$ cat config.mk
export PLATFORM = sky130hd
export DESIGN_NAME = fasta_record_parser_unit
export DESIGN_NICKNAME = d
export VERILOG_FILES = /design/src/hdl/frp_pkg.sv /design/src/hdl/frp_step.sv /design/src/hdl/frp_out_reg.sv /design/src/hdl/fasta_record_parser_unit.sv
export SDC_FILE = /design/constraint.sdc
export NUM_CORES = 1
export LEC_CHECK = 0
export BUFFER_PORTS_ARGS = -buffer_cell sky130_fd_sc_hd__clkbuf_2
export CAP_MARGIN = 10
export CELL_PAD_IN_SITES_DETAIL_PLACEMENT = 2
export CELL_PAD_IN_SITES_GLOBAL_PLACEMENT = 2
export CORE_MARGIN = 5
export CORE_UTILIZATION = 30
export CTS_BUF_LIST = sky130_fd_sc_hd__clkbuf_4
export DETAILED_ROUTE_END_ITERATION = 7
export PLACE_DENSITY_LB_ADDON = 0.1
export SYNTH_ARGS = -nofsm -noshare
export SYNTH_HDL_FRONTEND = slang
export SYNTH_SLANG_ARGS = --single-unit
$ cat constraint.sdc
create_clock -name clock -period 1.9 [get_ports clock]
set_clock_uncertainty 0.1 [all_clocks]
set_input_delay 0.38 -clock clock [delete_from_list [all_inputs] [get_ports clock]]
set_output_delay 0.38 -clock clock [all_outputs]
set_load 0.005 [all_outputs]
$ cat src/hdl/frp_pkg.sv
// ----------------------------------------------------------------------------
// frp_pkg: shared types and constants for the FASTA record parser
// Parse phase codes, result kind codes, character constants and the
// result struct passed from the step logic to the output register.
// ----------------------------------------------------------------------------
package frp_pkg;

   localparam int ByteW  = 8;
   localparam int KindW  = 2;
   localparam int PhaseW = 2;

   // parse phase codes
   localparam logic [PhaseW-1:0] PH_SEEK = 2'd0;
   localparam logic [PhaseW-1:0] PH_NAME = 2'd1;
   localparam logic [PhaseW-1:0] PH_SKIP = 2'd2;
   localparam logic [PhaseW-1:0] PH_SEQ  = 2'd3;

   // result kind codes
   localparam logic [KindW-1:0] KIND_NAME  = 2'd0;
   localparam logic [KindW-1:0] KIND_SEQ   = 2'd1;
   localparam logic [KindW-1:0] KIND_DONE  = 2'd2;
   localparam logic [KindW-1:0] KIND_TRUNC = 2'd3;

   // characters
   localparam logic [ByteW-1:0] CH_GT    = 8'h3E; // '>'
   localparam logic [ByteW-1:0] CH_SEMI  = 8'h3B; // ';'
   localparam logic [ByteW-1:0] CH_LF    = 8'h0A;
   localparam logic [ByteW-1:0] CH_CR    = 8'h0D;
   localparam logic [ByteW-1:0] CH_TAB   = 8'h09;
   localparam logic [ByteW-1:0] CH_SPACE = 8'h20;
   localparam logic [ByteW-1:0] CH_UP_A  = 8'h41; // 'A'
   localparam logic [ByteW-1:0] CH_LO_A  = 8'h61; // 'a'
   localparam logic [ByteW-1:0] CH_LO_C  = 8'h63;
   localparam logic [ByteW-1:0] CH_LO_G  = 8'h67;
   localparam logic [ByteW-1:0] CH_LO_T  = 8'h74;
   localparam logic [ByteW-1:0] CASE_OFS = CH_LO_A - CH_UP_A;

   typedef struct packed {
      logic             valid;
      logic [KindW-1:0] kind;
      logic [ByteW-1:0] data;
   } result_type;

endpackage

$ cat src/hdl/frp_step.sv
// ----------------------------------------------------------------------------
// frp_step: per-byte parse logic
// Given the current phase and comment flag plus one request, computes the
// next phase, the next comment flag and the (optional) result.
// ----------------------------------------------------------------------------
module frp_step (
   input  logic [frp_pkg::PhaseW-1:0] phase,
   input  logic                       in_comment,
   input  logic [frp_pkg::ByteW-1:0]  text_byte,
   input  logic                       end_of_stream,
   output logic [frp_pkg::PhaseW-1:0] phase_next,
   output logic                       in_comment_next,
   output frp_pkg::result_type        result
);
   import frp_pkg::*;

   logic is_eol;
   logic is_ws;
   logic is_lower_base;
   logic [ByteW-1:0] seq_data;

   assign is_eol        = (text_byte == CH_LF) || (text_byte == CH_CR);
   assign is_ws         = is_eol || (text_byte == CH_SPACE) || (text_byte == CH_TAB);
   assign is_lower_base = (text_byte == CH_LO_A) || (text_byte == CH_LO_C) ||
                          (text_byte == CH_LO_G) || (text_byte == CH_LO_T);
   assign seq_data      = is_lower_base ? (text_byte - CASE_OFS) : text_byte;

   always_comb begin
      phase_next      = phase;
      in_comment_next = in_comment;
      result          = '{valid: 1'b0, kind: KIND_NAME, data: '0};

      if (end_of_stream) begin
         phase_next      = PH_SEEK;
         in_comment_next = 1'b0;
         if (phase == PH_SEQ) begin
            result = '{valid: 1'b1, kind: KIND_DONE, data: '0};
         end else if (phase == PH_NAME || phase == PH_SKIP) begin
            result = '{valid: 1'b1, kind: KIND_TRUNC, data: '0};
         end
      end else begin
         unique case (phase)
            PH_SEEK: begin
               if (text_byte == CH_GT) phase_next = PH_NAME;
            end
            PH_NAME: begin
               if (is_eol) begin
                  phase_next      = PH_SKIP;
                  in_comment_next = 1'b0;
               end else begin
                  result = '{valid: 1'b1, kind: KIND_NAME, data: text_byte};
               end
            end
            PH_SKIP, PH_SEQ: begin
               if (phase == PH_SKIP && is_eol) begin
                  in_comment_next = 1'b0;
               end else if (phase == PH_SKIP && text_byte == CH_SEMI) begin
                  in_comment_next = 1'b1;
               end else if (phase == PH_SKIP && in_comment) begin
                  // rest of a comment line is dropped
               end else if (text_byte == CH_GT) begin
                  // record ends (possibly with an empty sequence)
                  phase_next = PH_NAME;
                  result     = '{valid: 1'b1, kind: KIND_DONE, data: '0};
               end else begin
                  phase_next = PH_SEQ;
                  if (!is_ws) begin
                     result = '{valid: 1'b1, kind: KIND_SEQ, data: seq_data};
                  end
               end
            end
            default: begin
               phase_next = PH_SEEK;
            end
         endcase
      end
   end

endmodule

$ cat src/hdl/frp_out_reg.sv
// ----------------------------------------------------------------------------
// frp_out_reg: result register
// Holds one result; loads on every accepted request and drains when the
// consumer takes it.
// ----------------------------------------------------------------------------
module frp_out_reg (
   input  logic                      clock,
   input  logic                      reset,
   input  logic                      load,
   input  frp_pkg::result_type       result,
   input  logic                      rsp_stall,
   output logic                      rsp_valid,
   output logic [frp_pkg::KindW-1:0] rsp_kind,
   output logic [frp_pkg::ByteW-1:0] rsp_out_byte
);
   import frp_pkg::*;

   logic             valid_ff, valid_in;
   logic [KindW-1:0] kind_ff, kind_in;
   logic [ByteW-1:0] data_ff, data_in;

   always_comb begin
      valid_in = valid_ff;
      kind_in  = kind_ff;
      data_in  = data_ff;
      if (load) begin
         valid_in = result.valid;
         kind_in  = result.kind;
         data_in  = result.data;
      end else if (!rsp_stall) begin
         valid_in = 1'b0;
      end
   end

   always_ff @(posedge clock) begin
      if (reset) begin
         valid_ff <= 1'b0;
      end else begin
         valid_ff <= valid_in;
      end
   end

   always_ff @(posedge clock) begin
      kind_ff <= kind_in;
      data_ff <= data_in;
   end

   assign rsp_valid    = valid_ff;
   assign rsp_kind     = kind_ff;
   assign rsp_out_byte = data_ff;

endmodule

$ cat src/hdl/fasta_record_parser_unit.sv
// Latency: a result appears in the cycle after its request is accepted.
// Throughput: one request per cycle while not stalled; the step logic is a single pass of
//   character compares and a phase update, bounded only by the result register.
// Requests are stalled only while a held result is itself stalled.
// Reset (synchronous, active high) returns to header seek with no comment
//   pending and an empty result register.
// ----------------------------------------------------------------------------
// fasta_record_parser_unit: streaming FASTA record parser
// Takes one text byte (or an end-of-stream marker) per request and emits
// name bytes, normalized sequence bytes, record-complete and truncation
// results.
// ----------------------------------------------------------------------------
module fasta_record_parser_unit (
   input  logic                      clock,
   input  logic                      reset,
   input  logic                      req_valid,
   output logic                      req_stall,
   input  logic [frp_pkg::ByteW-1:0] req_text_byte,
   input  logic                      req_end_of_stream,
   output logic                      rsp_valid,
   input  logic                      rsp_stall,
   output logic [frp_pkg::KindW-1:0] rsp_kind,
   output logic [frp_pkg::ByteW-1:0] rsp_out_byte
);
   import frp_pkg::*;

   // parser state
   logic [PhaseW-1:0] phase_ff, phase_in;
   logic              comment_ff, comment_in;

   logic [PhaseW-1:0] step_phase;
   logic              step_comment;
   result_type        step_result;
   logic              accept;

   // The result register frees up in the same cycle its content is taken,
   // so a request is refused only when a result is held and stalled.
   assign req_stall = rsp_valid && rsp_stall;
   assign accept    = req_valid && !req_stall;

   frp_step u_step (
      .phase           (phase_ff),
      .in_comment      (comment_ff),
      .text_byte       (req_text_byte),
      .end_of_stream   (req_end_of_stream),
      .phase_next      (step_phase),
      .in_comment_next (step_comment),
      .result          (step_result)
   );

   // state advances only on an accepted request
   always_comb begin
      phase_in   = accept ? step_phase   : phase_ff;
      comment_in = accept ? step_comment : comment_ff;
   end

   always_ff @(posedge clock) begin
      if (reset) begin
         phase_ff   <= PH_SEEK;
         comment_ff <= 1'b0;
      end else begin
         phase_ff   <= phase_in;
         comment_ff <= comment_in;
      end
   end

   // bytes that produce nothing still load the register, clearing valid
   frp_out_reg u_out (
      .clock        (clock),
      .reset        (reset),
      .load         (accept),
      .result       (step_result),
      .rsp_stall    (rsp_stall),
      .rsp_valid    (rsp_valid),
      .rsp_kind     (rsp_kind),
      .rsp_out_byte (rsp_out_byte)
   );

endmodule
==> run_results.csv <==
group,metric,value,unit
synth,synth_edf_count,10,
placed_design,place_area,0.00141,sq mm
cts,cts_root_buffer,"clkbuf_4",
cts,cts_buffer_depth,2,
worst_setup_path,critical_path_required,1960,ps
sta,final.min_clock_period,1890,ps
synth,netlist_area,0.00106,sq mm
cts,post_cts.repair.setup_buffers,0,
synth,synth.area.mux_share,0,%
synth,synthCells,112,
floorplanning,fp.dieH,69.4,um
detailed_routing,drt-wirelength-per-cell,17.6,um
placed_design,dp_hpwl,3.04,mm
power_and_ir_drop,internal_power,0.453,mW
floorplanning,die_w,69.4,um
synth,ys.flop_type,"edfxtp_1",
floorplanning,core_area,0.00339,sq mm
final_layout,nets,179,
cts,numCtsBuffers,3,
global_route,grt_max_degree,11,
placed_design,port_buffers,24,
detailed_routing,vias,1066,
sta,fmax,530,MHz
worst_setup_path,slowest_stage,"o31ai_4",
worst_setup_path,critPathMaxStageDelay,350,ps
cts,hold_buffers,0,
detailed_routing,vias_per_cell,5.23,
synth,synth_top_family_by_area,"simple AND/OR/NAND/NOR gates",
synth,synthesis.nets,131,
synth,synthDistinctLibCells,40,
worst_setup_path,worst-setup-path-type,"input pin to flip-flop",
power_and_ir_drop,p_comb_share,17.7,%
worst_setup_path,critPathMaxFanout,6,
sta,hold_violations,0,
global_route,grtUsageTotal,15.9,%
sta,fin_crit_sh,99.3,%
sta,finalSetupTns,0,ps
global_route,first_global_vias,1257,
synth,synth_warnings,0,
power_and_ir_drop,pwr-share-clk,27.3,%
floorplanning,die_area,0.00482,sq mm
global_route,grt_pass1_wl,6.17,mm
cts,cts_tree,"built",
power_and_ir_drop,power_density,413,mW/mm^2
final_layout,drive_gt1_share,43.7,%
detailed_routing,drt_iter0_drc,47,
worst_setup_path,cp_data_arrival_time,1950,ps
floorplanning,initial_core_util,31.2,%
min_path,hold_path_class,"input pin to flip-flop",
power_and_ir_drop,seqPwrFrac,55.0,%
synth,synth-xor-area-share,0,%
cts,clk_pin_slew,80,ps
synth,ys_ff_latch,14,
floorplanning,num_io_pins,25,
final_layout,fin_area,0.00147,sq mm
power_and_ir_drop,leakagePower,0.599,nW
detailed_routing,final_antenna_net_count,0,
placed_design,place.gp.congestion,0.812,
outcome,status,"finished clean",
synth,synth-async-reset-ratio,0,%
synth,synthAdderAreaFrac,7.09,%
cts,clk_latency,270,ps
synth,synth-simple-area-share,28.5,%
worst_setup_path,cp_cell_sequence,"clkbuf_2, and3b_1, o211a_4, o31ai_4, buf_4, a31oi_1, nor4_1",
floorplanning,num_rows,21,
power_and_ir_drop,switching_share,25.2,%
job,drv_cap,0,
sta,tightest_slew,395,ps
sta,setup_viol,0,
power_and_ir_drop,ir_drop,0.158,mV
global_route,grt_overflow,0,
cts,cts_max_level,1,
synth,synth-compound-area-share,23.4,%
placed_design,numPlacedInstances,201,
sta,max_slew_margin,73.7,%
synth,avgSynthCellArea,9.45,sq um
detailed_routing,drc,0,
final_layout,areaGrowthSynthToFinish,38.4,%
final_layout,instances_no_fill,204,
sta,maxSlewViolCount,0,
worst_setup_path,start_kind,"input pin",
global_route,antenna_found_initial,0,
final_layout,antenna_cells,0,
cts,cts.sink_count,14,
synth,synth_area_leaders,"edfxtp_1 28%, dfxtp_1 7.6%, ha_1 7.1%, nor2_1 4.6%, nand2_1 3.2%",
worst_setup_path,endpoint_kind,"flip-flop",
detailed_routing,drt_first_pass_iters,4,
synth,synth_top_area_cell,"edfxtp_1",
synth,synth_top_area_share,28.4,%
power_and_ir_drop,p_sw,0.152,mW
detailed_routing,wl,3.58,mm
sta,rsz0062_at_grt,"true",
synth,yosysSeqAreaShare,35.9,%
## worst max-delay path, delay by kind of cell
family	cells	cell delay [ps]
simple gates	2	520
buf+inv	2	350
compound gates	3	700
## cell families after synthesis
| family | after synthesis |
|---|---|
| and+or+nand+nor | 51 |
| AOI/OAI and AO/OA | 27 |
| buffers and inverters | 14 |
| DFF | 14 |
| adders and majority gates | 6 |
## Yosys cell counts, types with 4 or more instances
library cell	number
dfxtp_1	4
inv_1	8
o21ai_0	4
edfxtp_1	10
nand2_1	9
nand4_1	4
nor2_1	13
ha_1	6
clkbuf_1	4
## sequential cells by signal (all words and copies together) (netlist names)
register,cells
phase_ff,2
u_out.rsp_valid,1
comment_ff,1
u_out.rsp_kind,2
u_out.rsp_out_byte,8
## layer usage
| metal | GRT usage [%] | share of wire, % |
|---|---|---|
| met4 | 4.56 | 0.59 |
| met3 | 3.04 | 3.0 |
| met1 | 18.8 | 44 |
| met2 | 29.0 | 53 |
| met5 | 0 | 0 |
## final cells by class
class | count | area, sq um
Clock buffer | 3 | 22.5
Fill cell | 375 | 1920
Inverter | 8 | 30.0
Multi-Input combinational cell | 84 | 663
Sequential cell | 14 | 384
Tap cell | 46 | 57.6
Timing Repair Buffer | 49 | 308
## through the flow
step | utilization [%] | hold WS, ps | total power [mW] | setup WS [ps]
final | 43.2 | 266 | 0.606 | 14.1
after CTS | 42.3 | 273 | 0.611 | 4.37
after global placement | 41.6 | 401 | 0.439 | -192
after floorplan | - | 349 | 0.381 | -32.6
after detailed placement | 41.6 | 406 | 0.446 | -292
after global routing | 43.2 | 256 | 0.647 | -9.46
## layout by cell type (no fill, tap or decap), types with 4 or more instances in the layout
cell type  synthesis  routed
inv_1              8       8
clkbuf_2           0      24
edfxtp_1          10      10
nor2_1            13      12
ha_1               6       5
buf_4              0      25
nand2_1            9       9
nand4_1            4       4
## power groups by stage
| stage | registers (mW) | logic (mW) | clock network, mW |
|---|---|---|---|
| after floorplan | 0.343 | 0.0374 | 0 |
| after global placement | 0.342 | 0.0974 | 0 |
| after detailed placement | 0.342 | 0.104 | 0 |
| after CTS | 0.335 | 0.104 | 0.172 |
| after global routing | 0.334 | 0.117 | 0.195 |
| final | 0.333 | 0.107 | 0.165 |
## final timing paths
| kind | slack [ps] | depth (start not counted) | to | startpoint |
|---|---|---|---|---|
| setup / recovery | 10 | 7 | u_out.rsp_valid | req_text_byte[1] |
| setup reg to reg | 110 | 5 | u_out.rsp_out_byte[6] | phase_ff[0] |
| hold reg to reg | 420 | 2 | comment_ff | comment_ff |
| hold / removal | 270 | 2 | phase_ff[0] | reset |
## timing repair
action	in CTS	in global routing
gates cloned	0	0
endpoints found under the setup margin	1	12
resized for setup	1	8
pin swaps	0	1
Power figures use the tool's default switching activity.
